==> config.mk <==
export PLATFORM = sky130hd
export DESIGN_NAME = cgla_ram
export DESIGN_NICKNAME = d
export VERILOG_FILES = /design/src/rtl/cgla_ram.sv
export SDC_FILE = /design/constraint.sdc
export NUM_CORES = 2
export LEC_CHECK = 0
export BUFFER_PORTS_ARGS = -buffer_cell sky130_fd_sc_hd__buf_4
export CORE_MARGIN = 10
export CORE_UTILIZATION = 38
export DETAILED_ROUTE_END_ITERATION = 7
export GPL_ROUTABILITY_DRIVEN = 0
export PLACE_DENSITY_LB_ADDON = 0.12
export RECOVER_POWER = 25
export SETUP_SLACK_MARGIN = 0.05
export SLEW_MARGIN = 20
export SYNTH_ARGS = -nofsm -noshare
export SYNTH_HDL_FRONTEND = slang
export SYNTH_SLANG_ARGS = --single-unit
==> constraint.sdc <==
create_clock -name clock -period 8.2 [get_ports clock]
set_input_delay 1.23 -clock clock [delete_from_list [all_inputs] [get_ports clock]]
set_output_delay 1.23 -clock clock [all_outputs]
set_load 0.01 [all_outputs]
==> src/rtl/cgla_ram.sv <==
module cgla_ram #(
   parameter int WIDTH = 64,
   parameter int DEPTH = 64
) (
   input  logic                     clock,
   input  logic                     wr_en,
   input  logic [$clog2(DEPTH)-1:0] wr_addr,
   input  logic [WIDTH-1:0]         wr_data,
   input  logic [$clog2(DEPTH)-1:0] rd_addr,
   output logic [WIDTH-1:0]         rd_data
);

   logic [WIDTH-1:0] mem_ff [DEPTH];
   logic [WIDTH-1:0] rd_data_ff;

   always_ff @(posedge clock) begin
      if (wr_en) begin
         mem_ff[wr_addr] <= wr_data;
      end
      rd_data_ff <= mem_ff[rd_addr];
   end

   assign rd_data = rd_data_ff;

endmodule

==> results.sh <==
export IMPL_area_delta_synth_final_pct=14.4
export IMPL_outcome="complete, but fails checks"
export IMPL_finalHoldViolations=0
export IMPL_place_area_sq_um=165000
export IMPL_seqPwrFrac_pct=52.7
export IMPL_start_kind="input pin"
export IMPL_routed_wl_mm=485
export IMPL_synthFlopType="edfxtp_1"
export IMPL_yosys_area_top_type="edfxtp_1"
export IMPL_crit_type="input pin to flop"
export IMPL_power_density_nw_per_um2=251
export IMPL_synth_seq_area_share_pct=79.5
export IMPL_critPathSlowestCell="buf_4"
export IMPL_ys_types=33
export IMPL_finalInstanceArea_sq_um=179000
export IMPL_avgSynthCellArea_sq_um=23.7
export IMPL_yosysWarnings=0
export IMPL_min_path_type="input pin to flop"
export IMPL_synth_seq_cells=4160
export IMPL_p_switching_mw=9.67
export IMPL_cts_buffer_depth=4
export IMPL_die_w_um=661
export IMPL_fp_row_count=235
export IMPL_antenna_found_initial=41
export IMPL_synth_top_family_by_area="multiplexers"
export IMPL_grt_pass1_vias=77200
export IMPL_avgRoutedWirePerCell_um=37.7
export IMPL_first_iter_violations=8625
export IMPL_syn_inst=6598
export IMPL_min_period_ns=3.74
export IMPL_synth_compound_area_share_pct=2.48
export IMPL_maxSlewViolCount=3056
export IMPL_crit_cells=8
export IMPL_boundaryPins=142
export IMPL_post_synth_top_area_fraction_pct=78.7
export IMPL_async_flop_share_pct=0
export IMPL_die_area_sq_um=438000
export IMPL_vias=75300
export IMPL_h_tree_depth=5
export IMPL_grt_total_usage_pct=21.8
export IMPL_final_cell_mix="edfxtp_1, mux4_2, clkbuf_16"
export IMPL_combPwrFrac_pct=4.6
export IMPL_crit_chain="buf_8 > buf_12 > buf_16 > buf_4 > mux4_2 > or3_1 > a41oi_1 > a211oi_1"
export IMPL_layout_drive_gt1_share_pct=27.5
export IMPL_synth_area_mux_share_pct=15.6
export IMPL_ys_top_cells_by_area="edfxtp_1, mux4_2, mux2i_1, dfxtp_1, a22oi_1"
export IMPL_switching_share_pct=21.5
export IMPL_fin_hold_ws_ns=0.795
export IMPL_final_common_cell="edfxtp_1"
export IMPL_grt_max_degree=123
export IMPL_cts_made_buffers=443
export IMPL_relSlewSlack_pct=-83.3
export IMPL_crit_path_end_kind="flop"
export IMPL_synth_xor_area_share_pct=0
export IMPL_crit_arrival_ns=4.57
export IMPL_postCtsSetupBuffers=0
export IMPL_path_clk_slew_ns=0.06
export IMPL_p_clk_share_pct=42.7
export IMPL_fin_util_pct=43.6
export IMPL_synth_simple_area_share_pct=1.24
export IMPL_port_buffers=141
export IMPL_nets=7081
export IMPL_p_int_mw=35.3
export IMPL_violations="max-capacitance violations, max-slew violations"
export IMPL_hold_depth=1
export IMPL_cts_resized=0
export IMPL_worstMarginPinSlew_ns=2.75
export IMPL_cts_root_buffer="clkbuf_16"
export IMPL_grt_overflow_total=0
export IMPL_cts_tree="done"
export IMPL_dr_pass1_iters=5
export IMPL_nFillCells=34900
export IMPL_setup_violations=0
export IMPL_via_per_inst=5.86
export IMPL_initial_core_util_pct=38.1
export IMPL_synth_fa_ha_area_share_pct=0
export IMPL_syn_area_sq_um=156000
export IMPL_drc=0
export IMPL_hold_buffers=0
export IMPL_core_sq_um=410000
export IMPL_slowest_delay_ns=0.58
export IMPL_p_leak_nw=55.1
export IMPL_die_height_um=661
export IMPL_rsz0062_at_grt="false"
export IMPL_fin_setup_tns_ns=0
export IMPL_clk_insertion_delay_late_ns=0.99
export IMPL_synth_edff_count=4096
export IMPL_drv_cap=47
export IMPL_reg2reg_depth=5
export IMPL_ant_nets=0
export IMPL_cts_sinks=4160
export IMPL_grt_pass1_wl_mm=663
export IMPL_dp_hpwl_mm=242
export IMPL_critical_path_buf_inv_count=4
export IMPL_skew_ns=0.0367
export IMPL_vdd_drop_max_uv=185
export IMPL_crit_family="buffers and inverters"
export IMPL_critPathMaxFanout=102
export IMPL_worstPathRequired_ns=9.02
export IMPL_syn_num_nets=6676
export IMPL_fin_crit_sh_pct=45.6
export IMPL_fmax_mhz=267
-- layer usage --
metal / track usage [%] / vias up / part of all wire, %
li1: - / 29400 / -
met1: 31.4 / 42600 / 43
met2: 35.8 / 2589 / 49
met3: 2.65 / 630 / 5.7
met4: 4.89 / 6 / 2.3
met5: 0 / - / 0.0062
-- state kept, by name, indices dropped and copies added, names as in the netlist --
name     flops
mem_ff    4096
rd_data     64
-- cells by family (layout without fill, tap and decap cells) --
kind of cell,count (synthesis),count (layout)
flip-flops,4160,4160
multiplexers,1159,1159
AO/OA/AOI/OAI,504,504
buffers and inverters,389,1172
AND/OR/NAND/NOR,386,386
other,0,16
-- through the flow --
stage	power (mW)	cells	setup WS (ns)
2_1_floorplan	25.2	6598	1.53
3_3_place_gp	26.2	12000	3.55
3_5_place_dp	26.2	12000	3.56
4_1_cts	45.4	12800	4.61
5_1_grt	46.4	12800	4.45
6_report	44.9	12800	4.46
-- area by class of cell --
cell class / count / area [sq um] / area share [%]
clock inverters: 209 / 1700 / 0.950
clock buffers: 614 / 12200 / 6.82
well taps: 5451 / 6820 / 3.81
flip-flops and latches: 4160 / 124000 / 69.5
diodes: 16 / 40.0 / 0.0224
multi-input cells: 2049 / 30800 / 17.2
repair buffers: 330 / 2950 / 1.65
inverters: 19 / 71.3 / 0.0399
-- synthesized netlist by cell type, types with 11 or more instances --
cell type,n
buf_2,170
nor2b_1,28
mux4_2,1024
nand3_1,45
a22o_1,88
a41oi_1,26
buf_4,34
nand2b_1,11
and3_1,64
a22oi_1,168
dfxtp_1,64
inv_1,19
a31oi_1,18
clkbuf_1,140
mux2i_1,135
nand2_1,58
o221ai_1,38
nor2_1,112
or3_1,29
buf_1,20
a2bb2oi_1,19
o22ai_1,83
or2_2,28
a211oi_1,63
edfxtp_1,4096
-- path summary, 6_finish.rpt --
| kind | startpoint | endpoint | slack (ns) |
|---|---|---|---|
| max | rd_addr[2] | rd_data[13] | 4.46 |
| min | wr_data[19] | mem_ff[25][19] | 0.80 |
| max reg2reg | mem_ff[51][3] | rd_data[3] | 6.12 |
| min reg2reg | mem_ff[38][46] | rd_data[46] | 0.83 |
-- worst reg2reg max path, delay by kind of cell, from the launching register on --
family	cells	cell delay, ns
AO/OA/AOI/OAI	3	0.87
flip-flops	1	0.36
multiplexers	2	0.72
-- power by group through the flow --
stage	Clock, mW	Combinational (mW)	Sequential (mW)
after floorplan	0	1.10	24.1
after global placement	0	2.08	24.1
after detailed placement	0	2.11	24.1
after CTS	19.6	2.11	23.7
after global routing	20.5	2.19	23.7
final	19.2	2.06	23.7
Power figures use the tool's default switching activity.
