## config.mk

```make
export PLATFORM = sky130hd
export DESIGN_NAME = cgla_scan
export DESIGN_NICKNAME = d
export VERILOG_FILES = /design/src/rtl/cgla_pkg.sv /design/src/rtl/cgla_scan.sv
export SDC_FILE = /design/constraint.sdc
export NUM_CORES = 1
export LEC_CHECK = 0
export BUFFER_PORTS_ARGS = -buffer_cell sky130_fd_sc_hd__buf_2
export CAP_MARGIN = 20
export CORE_ASPECT_RATIO = 1.1
export CORE_MARGIN = 2
export CORE_UTILIZATION = 42
export DETAILED_ROUTE_END_ITERATION = 12
export HOLD_SLACK_MARGIN = 0.12
export PLACE_DENSITY_LB_ADDON = 0.2
export SYNTH_ARGS = -nofsm -noshare
export SYNTH_HDL_FRONTEND = slang
export SYNTH_SLANG_ARGS = --single-unit
```

## constraint.sdc

```tcl
create_clock -name clock -period 3.45 [get_ports clock]
set_input_delay 0.345 -clock clock [delete_from_list [all_inputs] [get_ports clock]]
set_output_delay 0.345 -clock clock [all_outputs]
set_load 0.05 [all_outputs]
```

## src/rtl/cgla_pkg.sv

```systemverilog
package cgla_pkg;

   localparam int FUNC_W  = 2;
   localparam int KEY_W   = 64;
   localparam int LANE_W  = 6;
   localparam int MASK_W  = 64;
   localparam int COUNT_W = 7;

   typedef enum logic [FUNC_W-1:0] {
      FUNC_HEAD  = 2'd0,
      FUNC_EXTRA = 2'd1,
      FUNC_CLEAR = 2'd2
   } func_type;

   localparam logic KIND_ROW  = 1'b0;
   localparam logic KIND_EDGE = 1'b1;

   typedef enum logic [2:0] {
      ST_IDLE,
      ST_HEAD_SCAN,
      ST_XP_SCAN,
      ST_EMIT_START,
      ST_EMIT_SCAN,
      ST_OUT
   } state_type;

   typedef struct packed {
      logic done;
      logic found;
   } scan_stat_type;

endpackage

```

## src/rtl/cgla_scan.sv

```systemverilog
module cgla_scan #(
   parameter int LANES    = 64,
   parameter int KEY_BITS = 64
) (
   input  logic                       clock,
   input  logic                       reset,
   input  logic                       start,
   input  logic [KEY_BITS-1:0]        key,
   input  logic [LANES-1:0]           busy,
   output logic [$clog2(LANES)-1:0]   rd_addr,
   input  logic [KEY_BITS-1:0]        rd_data,
   output cgla_pkg::scan_stat_type    stat,
   output logic [$clog2(LANES)-1:0]   lane
);
   import cgla_pkg::*;

   localparam int LW = $clog2(LANES);
   localparam logic [LW-1:0] LAST_LANE = LW'(LANES - 1);

   logic                running_ff, running_in;
   logic                chk_ff, chk_in;
   logic [LW-1:0]       addr_ff, addr_in;
   logic [LW-1:0]       chk_lane_ff, chk_lane_in;
   logic [KEY_BITS-1:0] key_ff, key_in;
   scan_stat_type       stat_ff, stat_in;
   logic [LW-1:0]       lane_ff, lane_in;
   logic                hit;
   logic                at_end;

   always_comb begin
      hit         = chk_ff && busy[chk_lane_ff] && (rd_data == key_ff);
      at_end      = chk_ff && (chk_lane_ff == LAST_LANE);
      running_in  = running_ff;
      chk_in      = chk_ff;
      addr_in     = addr_ff;
      chk_lane_in = chk_lane_ff;
      key_in      = key_ff;
      lane_in     = lane_ff;
      stat_in     = '0;
      if (start) begin
         running_in = 1'b1;
         chk_in     = 1'b0;
         addr_in    = '0;
         key_in     = key;
      end else if (running_ff) begin
         chk_in      = 1'b1;
         chk_lane_in = addr_ff;
         addr_in     = (addr_ff == LAST_LANE) ? addr_ff : addr_ff + LW'(1);
         if (hit || at_end) begin
            running_in    = 1'b0;
            chk_in        = 1'b0;
            stat_in.done  = 1'b1;
            stat_in.found = hit;
            lane_in       = chk_lane_ff;
         end
      end
   end

   always_ff @(posedge clock) begin
      if (reset) begin
         running_ff <= 1'b0;
         chk_ff     <= 1'b0;
         stat_ff    <= '0;
      end else begin
         running_ff <= running_in;
         chk_ff     <= chk_in;
         stat_ff    <= stat_in;
      end
      addr_ff     <= addr_in;
      chk_lane_ff <= chk_lane_in;
      key_ff      <= key_in;
      lane_ff     <= lane_in;
   end

   assign rd_addr = addr_ff;
   assign stat    = stat_ff;
   assign lane    = lane_ff;

endmodule

```

==> reports/results.ini <==
[status]
status = finished clean

[placed_design]
place_ws_ns = 0.1776
io_buffers = 208
routabilityCongestion = 0.8388
detailed_place_hpwl_um = 9365

[power]
clockPowerShare_pct = 36.6
ir_drop_mv = 0.3169
power.leakage_nw = 2.428
switching_power_mw = 0.6473
powerDensity_nw_per_um2 = 454.8
switching_share_pct = 23.97
pwr-share-seq_pct = 47.4
intPower_mw = 2.053
combinationalPowerShare_pct = 15.9

[critical_path]
worstRegToRegCells = 7
cp-end-kind = flip-flop
start_kind = flip-flop
regToRegStartpoint = key_ff[3]
rr_endpoint = lane[5]
crit_chain = xnor2_1 > nand4_1 > or4_1 > or4_1 > or4_4 > a2111oi_2 > buf_4
cpMostUsedCell = or4_1
crit_path_max_incr_delay_ns = 0.55
worst_ep_required_time_ns = 3.49
critPathTopFamily = simple AND/OR/NAND/NOR gates
crit_type = reg2reg
critPathSlowestCell = or4_1
timing.critical_path.fanout_max = 6
crit_buf_inv = 1
r2r_slack_ns = 0.25
crit_arrival_ns = 3.24

[sta]
maxSlewHeadroom_pct = 58.77
clock_skew_ns = 0.007660
tightest_slew_ns = 0.6185
finalMaxSlewViolations = 0
max_freq_ghz = 0.3124
fin_crit_sh_pct = 92.79
finalSetupViolCount = 0
setup_tns_ns = 0
min_period_ns = 3.201
finalWorstSetupSlack_ns = 0.2489
finalHoldViolations = 0
rsz0062_at_grt = no

[logic_synthesis]
syn-instance-count = 345
ys_seq_area_share_pct = 56.49
syn_avg_cell_area_um2 = 12.74
synth-seq-cells = 86
yosys_warnings = 0
netlist_area_um2 = 4394
synth.distinct_cells = 48
async_flop_share_pct = 0
syn_nets = 541
synth-edff-count = 76
ys.flop_type = edfxtp_1

[route]
drtIter0Drc = 132
wl_um = 11580
vias_per_cell = 5.114
wl_per_cell_um = 16.29
via_count = 3636
drc = 0
drtAntennaViolNets = 0
dr.pass1.iters = 4

[clock_tree]
htree_levels = 3
clockRootBuffer = clkbuf_16
postCtsSetupBuffers = 0
cts_resized = 0
clkLatencyLatePin_ns = 0.33
path_clk_slew_ns = 0.06
cts.sinks = 86
cts_max_path_buffers = 2
cts_tree = built
cts_inserted_buffers = 9
hold_buffers = 0

[final_layout]
regArea_um2 = 2482
finalNetCount = 758
layout-drive-gt1-share_pct = 44.09
syn_to_final_growth_pct = 35.11
multi_input_comb_area_um2 = 1848
fill_cells = 866

[die]
start_util_pct = 42.68
die_width_um = 101.5
dieHeight_um = 111.3
ioPinCount = 209
die_area_um2 = 11300
core_area_um2 = 10300
rows = 39

[global_routing]
grt_pass1_vias = 3825
grt_pass1_wl_um = 17670
grt_max_degree = 37
gr-total-overflow = 0
gr-usage-all-layers_pct = 20.48
antenna_found_initial = 2

[hold_path]
holdPathEnd = key_ff[62]
hp-class = in2reg
worstHoldStart = key[62]
hold_depth = 1

[flow_run]
max-cap-violations = 0

-- power by group through the flow --
| stage | registers [mW] | logic, mW | clock network, mW |
|---|---|---|---|
| 2_1_floorplan | 1.29 | 0.236 | 0 |
| 6_report | 1.28 | 0.431 | 0.989 |
| 3_3_place_gp | 1.30 | 0.424 | 0 |
| 5_1_grt | 1.29 | 0.472 | 1.05 |
| 4_1_cts | 1.28 | 0.434 | 1.01 |
| 3_5_place_dp | 1.30 | 0.431 | 0 |
-- per-layer routing --
metal	GRT usage, %	wire length [µm]
met5	0	11
met4	8.649	343
met3	7.062	1114
met2	36.14	5807
met1	21.72	4304
-- area by class of cell --
type                    count  area share [%]
flip-flops and latches     86           41.81
clock buffers              12           4.341
clock inverters             4          0.8641
well taps                 143           3.014
repair buffers            214           18.29
diodes                      1         0.04215
inverters                   8          0.5058
multi-input cells         243           31.13
-- layout by cell type, fill, tap and decap left out, types with 7 or more instances in the layout --
| cell type | count |
|---|---|
| mux2_2 | 8 |
| nor2_1 | 12 |
| mux4_2 | 9 |
| mux2i_1 | 7 |
| nand2b_1 | 50 |
| nand2_1 | 10 |
| nor4_1 | 10 |
| xnor2_1 | 32 |
| clkbuf_16 | 10 |
| nand4_1 | 32 |
| dfxtp_1 | 10 |
| buf_2 | 208 |
| xor2_1 | 14 |
| inv_1 | 8 |
| edfxtp_1 | 76 |
-- logic make-up after synthesis --
kind of cell | count (synthesis) | synth area share, %
flops | 86 | 56.49
simple gates | 139 | 18.76
compound gates | 33 | 5.581
mux | 24 | 8.257
xor+xnor | 46 | 9.169
buf+inv | 16 | 1.452
fa+ha+maj | 1 | 0.2847
-- worst max-delay path by stage --
stage / startpoint / endpoint / cells past startpoint
2_1_floorplan: key_ff[10] / lane[0] / 6
3_3_place_gp: rd_data[58] / lane[2] / 8
3_5_place_dp: rd_data[58] / lane[0] / 8
4_1_cts: key_ff[58] / lane[5] / 7
5_1_grt: key_ff[3] / lane[5] / 7
6_report: key_ff[3] / lane[5] / 7
-- cell usage after synthesis (3+ instances only) --
cell type / count / area [µm²]
nand2_1: 10 / 37.54
buf_2: 3 / 15.01
mux2_2: 8 / 90.09
a211oi_1: 3 / 22.52
mux4_2: 9 / 202.7
xnor2_1: 32 / 280.3
inv_1: 8 / 30.03
dfxtp_1: 10 / 200.2
nor2_1: 12 / 45.04
nand4_1: 32 / 200.2
nand3_1: 5 / 25.02
clkbuf_1: 3 / 11.26
a21oi_1: 3 / 15.01
xor2_1: 14 / 122.6
o2111ai_1: 3 / 26.28
mux2i_1: 7 / 70.07
nor4_1: 10 / 62.56
o21ai_0: 5 / 25.02
edfxtp_1: 76 / 2282
nor3_1: 4 / 20.02
nand2b_1: 50 / 312.8
o22ai_1: 4 / 25.02
-- state kept, by name, indices dropped and copies added, names as in the netlist --
register and cells:
chk_ff 1, chk_lane_ff 6, key_ff 64, lane 6, rd_addr 6, running_ff 1
stat 2
-- per-stage QoR --
stage | utilization, % | cells | hold slack, ns | instance area [µm²] | power [mW]
4_1_cts | 57.64 | 710 | 0.1758 | 5934 | 2.722
2_1_floorplan | - | 345 | 0.4206 | 4394 | 1.529
5_1_grt | 57.66 | 711 | 0.1721 | 5937 | 2.817
3_3_place_gp | 54.64 | 694 | 0.4699 | 5625 | 1.724
3_5_place_dp | 54.64 | 694 | 0.4716 | 5625 | 1.734
6_report | 57.66 | 711 | 0.1864 | 5937 | 2.700
Power figures use the tool's default switching activity.
